===== config.mk =====
export PLATFORM = sky130hd
export DESIGN_NAME = minmax_normalize_to_byte_unit
export DESIGN_NICKNAME = d
export VERILOG_FILES = /design/src/rtl/mmn_pkg.sv /design/src/rtl/mmn_ctrl.sv /design/src/rtl/mmn_dp.sv /design/src/rtl/minmax_normalize_to_byte_unit.sv
export SDC_FILE = /design/constraint.sdc
export NUM_CORES = 1
export LEC_CHECK = 0
export BUFFER_PORTS_ARGS = -buffer_cell sky130_fd_sc_hd__buf_2
export CAP_MARGIN = 25
export CORE_UTILIZATION = 66
export CTS_BUF_LIST = sky130_fd_sc_hd__clkbuf_8
export DETAILED_ROUTE_END_ITERATION = 6
export PLACE_DENSITY = 0.83
export SYNTH_ARGS = -nofsm -noshare
export SYNTH_HDL_FRONTEND = slang
export SYNTH_SLANG_ARGS = --single-unit

===== constraint.sdc =====
create_clock -name clk -period 9.2 [get_ports clk]
set_input_delay 1.84 -clock clk [delete_from_list [all_inputs] [get_ports clk]]
set_output_delay 1.84 -clock clk [all_outputs]
set_load 0.05 [all_outputs]

===== src/rtl/mmn_pkg.sv =====
// ----------------------------------------------------------------------------
// mmn_pkg
// shared constants and controller-to-datapath command type for the
// min-max byte normalizer
// ----------------------------------------------------------------------------
package mmn_pkg;

  localparam int MAX_COLORS_DEF  = 4;
  localparam int SAMPLE_BITS_DEF = 24;
  localparam int FRAC_BITS_DEF   = 12;

  // tracker reset magnitude in whole units, scaled by the fraction bits
  localparam longint TRACK_BOUND_INT = 1024;

  localparam int CFG_W   = 3;
  localparam int CHAN_W  = 2;
  localparam int PIX_W   = 8;
  localparam int STEP_W  = $clog2(PIX_W);

  localparam logic [CFG_W-1:0] NUM_COLORS_RST = 3'd1;

  localparam logic MODE_GATHER = 1'b0;
  localparam logic MODE_EMIT   = 1'b1;

  typedef struct packed {
    logic take;      // any input beat accepted
    logic gather;    // accepted beat belongs to a gather pass
    logic emit;      // accepted beat belongs to an emit pass
    logic prep;      // scale numerator, set special-case flags
    logic div_step;  // one restoring division step
    logic load_out;  // move the result into the output register
  } mmn_cmd_t;

endpackage


===== src/rtl/mmn_ctrl.sv =====
// ----------------------------------------------------------------------------
// mmn_ctrl
// sequencer for one emit beat: prepare, eight divide steps, hand-off to
// the output register; gather beats finish in their accept cycle
// ----------------------------------------------------------------------------
module mmn_ctrl
  import mmn_pkg::*;
(
  input  logic     clk,
  input  logic     rst,
  input  logic     s_valid,
  input  logic     s_mode,
  output logic     s_ready,
  output logic     m_valid,
  input  logic     m_ready,
  output mmn_cmd_t cmd
);

  typedef enum logic [1:0] {
    ST_IDLE,
    ST_PREP,
    ST_DIV,
    ST_DONE
  } state_t;

  state_t            state;
  logic [STEP_W-1:0] step_cnt;
  logic              out_free;

  assign s_ready  = (state == ST_IDLE);
  assign out_free = !m_valid || m_ready;

  always_comb begin
    cmd          = '0;
    cmd.take     = s_valid && s_ready;
    cmd.gather   = cmd.take && (s_mode == MODE_GATHER);
    cmd.emit     = cmd.take && (s_mode == MODE_EMIT);
    cmd.prep     = (state == ST_PREP);
    cmd.div_step = (state == ST_DIV);
    cmd.load_out = (state == ST_DONE) && out_free;
  end

  always_ff @(posedge clk) begin
    if (rst) begin
      state    <= ST_IDLE;
      step_cnt <= '0;
      m_valid  <= 1'b0;
    end else begin
      if (cmd.load_out) begin
        m_valid <= 1'b1;
      end else if (m_ready) begin
        m_valid <= 1'b0;
      end
      case (state)
        ST_IDLE: begin
          if (cmd.emit) begin
            state <= ST_PREP;
          end
        end
        ST_PREP: begin
          step_cnt <= '0;
          state    <= ST_DIV;
        end
        ST_DIV: begin
          step_cnt <= step_cnt + STEP_W'(1);
          if (step_cnt == STEP_W'(PIX_W - 1)) begin
            state <= ST_DONE;
          end
        end
        ST_DONE: begin
          if (out_free) begin
            state <= ST_IDLE;
          end
        end
        default: begin
          state <= ST_IDLE;
        end
      endcase
    end
  end

  a_no_overwrite: assert property (@(posedge clk) disable iff (rst)
    cmd.load_out |-> (!m_valid || m_ready))
    else $error("result loaded over an untaken beat");

  a_emit_starts: assert property (@(posedge clk) disable iff (rst)
    cmd.emit |=> (state == ST_PREP && !s_ready))
    else $error("emit beat did not start the sequencer");

  a_gather_fast: assert property (@(posedge clk) disable iff (rst)
    cmd.gather |=> s_ready)
    else $error("gather beat stalled the input");

  a_valid_source: assert property (@(posedge clk) disable iff (rst)
    $rose(m_valid) |-> $past(cmd.load_out))
    else $error("output valid without a load");

endmodule


===== src/rtl/mmn_dp.sv =====
// ----------------------------------------------------------------------------
// mmn_dp
// channel counter, per-channel max/min trackers, offset/range subtract,
// restoring divider for the 8-bit quotient and the output register
// ----------------------------------------------------------------------------
module mmn_dp
  import mmn_pkg::*;
#(
  parameter int MAX_COLORS  = MAX_COLORS_DEF,
  parameter int SAMPLE_BITS = SAMPLE_BITS_DEF,
  parameter int FRAC_BITS   = FRAC_BITS_DEF
) (
  input  logic                          clk,
  input  logic                          rst,
  input  mmn_cmd_t                      cmd,
  input  logic                          cfg_wr_en,
  input  logic [CFG_W-1:0]              cfg_wr_data,
  input  logic                          in_first,
  input  logic signed [SAMPLE_BITS-1:0] in_sample,
  output logic [PIX_W-1:0]              out_pixel,
  output logic [CHAN_W-1:0]             out_channel,
  output logic                          out_flat
);

  localparam int     SW        = SAMPLE_BITS;
  localparam longint SMP_HI    = (longint'(1) << (SAMPLE_BITS - 1)) - 1;
  localparam longint BOUND_RAW = TRACK_BOUND_INT << FRAC_BITS;
  localparam longint BOUND     = (BOUND_RAW > SMP_HI) ? SMP_HI : BOUND_RAW;
  localparam logic signed [SW-1:0] MIN_INIT = SW'(BOUND);
  localparam logic signed [SW-1:0] MAX_INIT = SW'(-BOUND);

  logic [CFG_W-1:0]  num_colors;
  logic [CHAN_W-1:0] chan_index;
  logic signed [SW-1:0] chan_max [MAX_COLORS];
  logic signed [SW-1:0] chan_min [MAX_COLORS];

  logic [CFG_W-1:0]     nc;
  logic [CHAN_W-1:0]    c_base;
  logic [CHAN_W-1:0]    c_sel;
  logic [CHAN_W-1:0]    c_next;
  logic signed [SW-1:0] rd_max;
  logic signed [SW-1:0] rd_min;
  logic signed [SW:0]   num_d;
  logic signed [SW:0]   den_d;

  // emit working registers
  logic signed [SW:0]   num_r;
  logic signed [SW:0]   den_r;
  logic [CHAN_W-1:0]    chan_r;
  logic                 zero_r;
  logic                 sat_r;
  logic                 flat_r;
  logic [SW-1:0]        du_r;
  logic [SW-1:0]        rem;
  logic [PIX_W-1:0]     nlow;
  logic [PIX_W-1:0]     quo;

  logic [SW-1:0]        nu;
  logic [SW+PIX_W-1:0]  n_scaled;
  logic [SW:0]          trial;
  logic                 num_le0;
  logic                 den_le0;

  // channel selection with clamped channel count
  always_comb begin
    if (num_colors == '0) begin
      nc = CFG_W'(1);
    end else if (num_colors > CFG_W'(MAX_COLORS)) begin
      nc = CFG_W'(MAX_COLORS);
    end else begin
      nc = num_colors;
    end
    c_base = in_first ? '0 : chan_index;
    c_sel  = (CFG_W'(c_base) >= nc) ? '0 : c_base;
    c_next = ((CFG_W'(c_sel) + CFG_W'(1)) >= nc) ? '0 : c_sel + CHAN_W'(1);
  end

  always_comb begin
    rd_max = chan_max[0];
    rd_min = chan_min[0];
    for (int i = 0; i < MAX_COLORS; i++) begin
      if (CHAN_W'(i) == c_sel) begin
        rd_max = chan_max[i];
        rd_min = chan_min[i];
      end
    end
    num_d = {in_sample[SW-1], in_sample} - {rd_min[SW-1], rd_min};
    den_d = {rd_max[SW-1], rd_max} - {rd_min[SW-1], rd_min};
  end

  always_ff @(posedge clk) begin
    if (rst) begin
      num_colors <= NUM_COLORS_RST;
      chan_index <= '0;
      for (int i = 0; i < MAX_COLORS; i++) begin
        chan_max[i] <= MAX_INIT;
        chan_min[i] <= MIN_INIT;
      end
    end else begin
      if (cfg_wr_en) begin
        num_colors <= cfg_wr_data;
      end
      if (cmd.take) begin
        chan_index <= c_next;
      end
      if (cmd.gather) begin
        // a first beat clears every tracker before the sample is applied
        for (int i = 0; i < MAX_COLORS; i++) begin
          if (CHAN_W'(i) == c_sel) begin
            if (in_sample > (in_first ? MAX_INIT : chan_max[i])) begin
              chan_max[i] <= in_sample;
            end else if (in_first) begin
              chan_max[i] <= MAX_INIT;
            end
            if (in_sample < (in_first ? MIN_INIT : chan_min[i])) begin
              chan_min[i] <= in_sample;
            end else if (in_first) begin
              chan_min[i] <= MIN_INIT;
            end
          end else if (in_first) begin
            chan_max[i] <= MAX_INIT;
            chan_min[i] <= MIN_INIT;
          end
        end
      end
    end
  end

  // numerator times 255 as a shift and subtract
  assign nu       = num_r[SW-1:0];
  assign n_scaled = {nu, PIX_W'(0)} - {PIX_W'(0), nu};
  assign trial    = {rem, nlow[PIX_W-1]};
  assign num_le0  = num_r[SW] || (num_r == '0);
  assign den_le0  = den_r[SW] || (den_r == '0);

  always_ff @(posedge clk) begin
    if (cmd.emit) begin
      num_r  <= num_d;
      den_r  <= den_d;
      chan_r <= c_sel;
    end
    if (cmd.prep) begin
      flat_r <= den_le0;
      zero_r <= den_le0 || num_le0;
      // offset at or above the range saturates
      sat_r  <= (num_r >= den_r);
      du_r   <= den_r[SW-1:0];
      rem    <= n_scaled[SW+PIX_W-1:PIX_W];
      nlow   <= n_scaled[PIX_W-1:0];
    end
    if (cmd.div_step) begin
      if (trial >= {1'b0, du_r}) begin
        rem <= SW'(trial - {1'b0, du_r});
        quo <= {quo[PIX_W-2:0], 1'b1};
      end else begin
        rem <= trial[SW-1:0];
        quo <= {quo[PIX_W-2:0], 1'b0};
      end
      nlow <= {nlow[PIX_W-2:0], 1'b0};
    end
    if (cmd.load_out) begin
      out_channel <= chan_r;
      out_flat    <= flat_r;
      if (zero_r) begin
        out_pixel <= '0;
      end else if (sat_r) begin
        out_pixel <= '1;
      end else begin
        out_pixel <= quo;
      end
    end
  end

endmodule


===== src/rtl/minmax_normalize_to_byte_unit.sv =====
// ----------------------------------------------------------------------------
// minmax_normalize_to_byte_unit
// per-channel min-max stretch of signed fixed-point samples to bytes
//
// channel  | direction | beat contents (low bit first)
// ---------+-----------+------------------------------------------------
// s_axis   | in        | tdata: sample; tuser: mode, first_of_pass
// m_axis   | out       | tdata: pixel; tuser: channel, flat
// cfg      | in        | cfg_wr_data: num_colors, written on cfg_wr_en
//
// gather beats return nothing and are taken one per cycle while idle
// an emit beat holds further input off until the sequencer is idle again:
// one subtract, one scaling step, eight restoring divide steps, one output hand-off
// the output register holds a result while the next beat is being worked on;
// a stalled output holds the sequencer only at its hand-off
// reset (rst, synchronous) restores trackers to +-1024 and num_colors to 1
// ----------------------------------------------------------------------------
module minmax_normalize_to_byte_unit
  import mmn_pkg::*;
#(
  parameter int  MAX_COLORS  = MAX_COLORS_DEF,
  parameter int  SAMPLE_BITS = SAMPLE_BITS_DEF,
  parameter int  FRAC_BITS   = FRAC_BITS_DEF,
  localparam int IN_DATA_W   = ((SAMPLE_BITS + 7) / 8) * 8
) (
  input  logic                 clk,
  input  logic                 rst,
  input  logic                 cfg_wr_en,
  input  logic [CFG_W-1:0]     cfg_wr_data,   // num_colors
  input  logic                 s_axis_tvalid,
  output logic                 s_axis_tready,
  input  logic [IN_DATA_W-1:0] s_axis_tdata,  // sample, zero pad
  input  logic [1:0]           s_axis_tuser,  // mode, first_of_pass
  output logic                 m_axis_tvalid,
  input  logic                 m_axis_tready,
  output logic [PIX_W-1:0]     m_axis_tdata,  // pixel
  output logic [CHAN_W:0]      m_axis_tuser   // channel, flat
);

  mmn_cmd_t          cmd;
  logic [CHAN_W-1:0] out_channel;
  logic              out_flat;

  mmn_ctrl u_ctrl (
    .clk     (clk),
    .rst     (rst),
    .s_valid (s_axis_tvalid),
    .s_mode  (s_axis_tuser[0]),
    .s_ready (s_axis_tready),
    .m_valid (m_axis_tvalid),
    .m_ready (m_axis_tready),
    .cmd     (cmd)
  );

  mmn_dp #(
    .MAX_COLORS  (MAX_COLORS),
    .SAMPLE_BITS (SAMPLE_BITS),
    .FRAC_BITS   (FRAC_BITS)
  ) u_dp (
    .clk         (clk),
    .rst         (rst),
    .cmd         (cmd),
    .cfg_wr_en   (cfg_wr_en),
    .cfg_wr_data (cfg_wr_data),
    .in_first    (s_axis_tuser[1]),
    .in_sample   (s_axis_tdata[SAMPLE_BITS-1:0]),
    .out_pixel   (m_axis_tdata),
    .out_channel (out_channel),
    .out_flat    (out_flat)
  );

  assign m_axis_tuser = {out_flat, out_channel};

endmodule


==> summary.txt <==
Floorplanning
  • I/O pin count: 47
  • Die height: around 190 um
  • Die Area: between 30000 and 40000 um2
  • Core area: roughly 36000 um2
  • Num rows: 69
  • Die W: approximately 190 um
  • Initial Util: between 60% and 70%

Worst setup path
  • Crit-path max cell delay: 0.60 ns
  • Critical path origin: s_axis_tuser[1]
  • R2R Path End: u_dp.num_r[10]
  • Cell family with most CP delay: adder cells
  • WP depth: 23
  • R2r setup slk: 2.77 ns
  • Crit. End Element: register
  • RR Startpoint: u_dp.chan_index[0]
  • Crit path DAT: approximately 8.0 ns
  • Data required, critical path: between 9 and 10 ns
  • Critical path launch point type: input pin
  • Worst Setup EP: u_dp.num_r[10]
  • Critical path class: in2reg
  • Worst-path maximum fanout: 27
  • R2R depth: 20
  • CP max stage cell: buf_2
  • WP buf/inv: 5
  • Critical path cell sequence: buf_2 -> inv_4 -> nand2_1 -> inv_2 -> ha_1 -> nor2b_2 -> a211o_2 -> nor2_1 -> nor2_1 -> inv_1 -> nor2_1 -> o31ai_1 -> ha_1 -> fa_1 -> inv_1 -> a21o_1 -> maj3_2 -> maj3_1 -> a221o_1 -> and2_1 -> maj3_2 -> maj3_2 -> xnor2_1

GRT
  • Vias in the first global route: around 20000
  • Antenna violations before repair: 0
  • Gr ovfl total: 0
  • Largest net degree at the start of global routing: roughly 180
  • First-pass GRT wire length: ~100 mm
  • GRT Resource Usage Total: about a third

Logic synthesis
  • Yosys cell types: 95
  • Mapped Nets: between 2000 and 3000
  • Syn Inst Count: about 2500
  • Yosys top cell by area: edfxtp_1
  • Simple-gate share of the synthesized area: approximately a fifth
  • Post-Synthesis Cell Area: 24300 um2
  • Seq/Total Area, Yosys: ~41%
  • Syn_area_per_cell: 9.84 um2
  • Top cell type's share of synthesized area: roughly 40%
  • Compound-gate portion of the synthesized area: between 15 and 20%
  • Flops & latches, synth: about 330
  • Main combinational cell family by area after synthesis: simple AND/OR/NAND/NOR gates
  • Xor/xnor share of the synthesized area: 3.24%
  • Post-synth EDFFs: 321
  • Multiplexer share of the synthesized area: less than 1%
  • Post-synth ARST share: 0%
  • Leading register cell type out of synthesis: edfxtp_1
  • Adder-cell share of the synthesized area: 16.1%
  • Syn. warnings: 0
  • Synth top area cells: edfxtp_1, ha_1, and2_1

Route
  • First-pass detailed-route iteration total: 7
  • Wirelength per Cell: around 22 um
  • DRC violations left: 0
  • DRT antenna net count: 0
  • Routed WL: about 65 mm
  • Via-to-Cell Ratio: about 6.5
  • Starting DRT DRC Count: ~1700
  • Vias: slightly below 20000

Power
  • Clk pwr share: between 20% and 30%
  • Net switching share of the total power: between 30% and 40%
  • Pwr/cell area: about 220 nW/um2
  • Maximum VDD drop: between 0.1 and 0.15 mV
  • Leak: 10.8 nW
  • Int Power: 3.50 mW
  • Sw power: about 2.1 mW
  • Combinational power share: between 30% and 40%
  • Seq pwr share: between 30 and 40%

STA
  • Fmax: around 130 MHz
  • Final Cycle Share: 82.9%
  • Setup TNS: 0 ns
  • # setup viols final: 0
  • Max Slew Vio Count: 0
  • Slew HR: roughly 37%
  • RSZ-0062 raised after global routing: false
  • Final Skew: 0.0529 ns
  • Final min period: 7.63 ns
  • Final hold vios: 0
  • Final hold slack: about 0.44 ns
  • Least-Margin Pin Slew: roughly 0.93 ns

Cells and area
  • Final #Nets: roughly 2800
  • Fillcell total: 2603
  • Layout area overhead: 6.96%
  • Share of cells above drive strength 1: around 7.5%

Clocking
  • CTS Sinks: approximately 330
  • # resized after CTS: 0
  • CTS tree: yes
  • Setup Fix Bufs, Post-CTS: 0
  • Max clock buf depth: 3
  • Clk_lat worst skew: 0.68 ns
  • Post-CTS Hold Buffers: 0
  • TritonCTS Buffers: 56
  • H-tree Lvls: 2
  • Clk pin slew, worst setup/hold paths: 0.06 ns
  • CTS root buf: clkbuf_8

Hold path
  • Beginning of the worst hold path: u_dp.flat_r
  • Hold Crit Depth: 0
  • Worst min path class: reg2reg

Placed design
  • Routability cong.: about 1
  • IO buf count: 46
  • DP HPWL: 48.6 mm

Run
  • Max-cap violations: 0

Status
  • Status: finished, final reports clean
-- worst reg2reg max path: cells and delay by family, from the launching register on --
kind / cells / cell delay, ns
adders and majority gates: 7 / 2.19
and+or+nand+nor: 6 / 1.01
AOI/OAI and AO/OA: 4 / 1.47
buffers and inverters: 2 / 0.59
xor gates and xnor gates: 1 / 0.12
DFF: 1 / 0.75
-- final cells by class --
type | instances | area (um2) | area share, %
Timing Repair Buffer | 74 | 541 | 2.08
Tap cell | 461 | 577 | 2.22
Antenna cell | 1 | 2.50 | 0.00962
Clock buffer | 56 | 771 | 2.96
Sequential cell | 333 | 9880 | 38.0
Multi-Input combinational cell | 1910 | 13600 | 52.1
Inverter | 132 | 500 | 1.92
Clock inverter | 37 | 179 | 0.688
-- power groups by stage --
stage / combinational, mW / sequential (mW) / clock, mW
6_report: 2.24 / 2.19 / 1.19
5_1_grt: 2.50 / 2.21 / 1.26
4_1_cts: 2.22 / 2.18 / 1.20
3_5_place_dp: 2.20 / 2.21 / 0
3_3_place_gp: 2.10 / 2.20 / 0
2_1_floorplan: 1.69 / 2.15 / 0
-- registers in the layout, indices dropped and copies added (netlist names), 2 cells and up --
| signal | count |
|---|---|
| u_dp.den_r | 25 |
| u_dp.out_channel | 2 |
| u_dp.nlow | 8 |
| u_dp.chan_min | 96 |
| u_dp.chan_max | 96 |
| u_dp.chan_r | 2 |
| u_dp.rem | 24 |
| u_ctrl.state | 2 |
| u_dp.num_colors | 3 |
| u_dp.quo | 8 |
| u_dp.out_pixel | 8 |
| u_dp.du_r | 24 |
| u_dp.num_r | 25 |
| u_dp.chan_index | 2 |
| u_ctrl.step_cnt | 3 |
-- metrics by stage --
stage               utilization [%]  worst slack [ns]  instance area, um2  cells  power, mW
global route                   72.4              1.21               26000   3003       5.97
floorplan                         -              1.94               24300   2471       3.84
global placement               69.4              1.23               24900   2905       4.30
finish                         72.4              1.57               26000   3004       5.61
detailed placement             69.8              1.06               25100   2910       4.41
CTS                            72.4              1.74               26000   3003       5.60
-- how the worst min path moves through the flow --
stage | endpoint | slack (ns)
floorplan | u_dp.out_channel[0] | 0.40
global placement | u_dp.out_flat | 0.43
detailed placement | u_dp.out_flat | 0.43
CTS | u_dp.out_flat | 0.44
global route | u_dp.out_flat | 0.46
finish | u_dp.out_flat | 0.44
-- cell families (layout without fill, tap and decap cells) --
group                    after synthesis  count (layout)
other                                  0               1
AO/OA/AOI/OAI                        580             580
buffers and inverters                228             299
multiplexers                          18              18
adder cells (fa/ha/maj)              313             313
XOR/XNOR                              90              90
flip-flops                           333             333
AND/OR/NAND/NOR                      909             909
-- per-layer routing --
layer / global-route usage [%] / wire length (um) / up-vias
li1: - / - / 9128
met1: 43.9 / 26100 / 9304
met2: 58.8 / 31000 / 842
met3: 6.19 / 5030 / 184
met4: 16.7 / 3090 / 0
met5: 0 / 0 / -
-- cell usage in the layout (no fill, tap or decap), types with 14 or more instances in the layout --
master	instances
and3_1	15
nand3_1	41
a31oi_1	14
nor3_1	22
a21o_1	93
edfxtp_1	321
o31ai_1	27
nor2b_1	51
buf_4	22
clkinv_1	15
clkbuf_8	56
xor2_1	26
o21ai_0	107
nor4_1	18
nor2_1	140
xnor2_1	64
o21bai_1	14
o21a_1	37
and2_1	184
nand2b_1	55
buf_2	46
nand4_1	55
nand2_1	276
o22ai_1	20
a21oi_1	127
inv_1	142
ha_1	302
-- synth_stat cells (all sizes together) (6+ instances only) --
library cell and number:
a211o 6, a211oi 7, a21boi 10, a21o 93, a21oi 128, a222oi 13
a22o 7, a22oi 8, a31oi 16, and2 184, and3 15, and4 7
buf 10, clkbuf 86, dfxtp 12, edfxtp 321, ha 303, inv 132
maj3 7, mux2i 13, nand2 277, nand2b 56, nand3 41, nand4 55
nor2 140, nor2b 53, nor3 23, nor4 19, o211ai 17, o21a 38
o21ai 110, o21bai 14, o22ai 20, o31ai 27, or2 9, or3 10
xnor2 64, xor2 26
(Power assumes the default switching activity.)
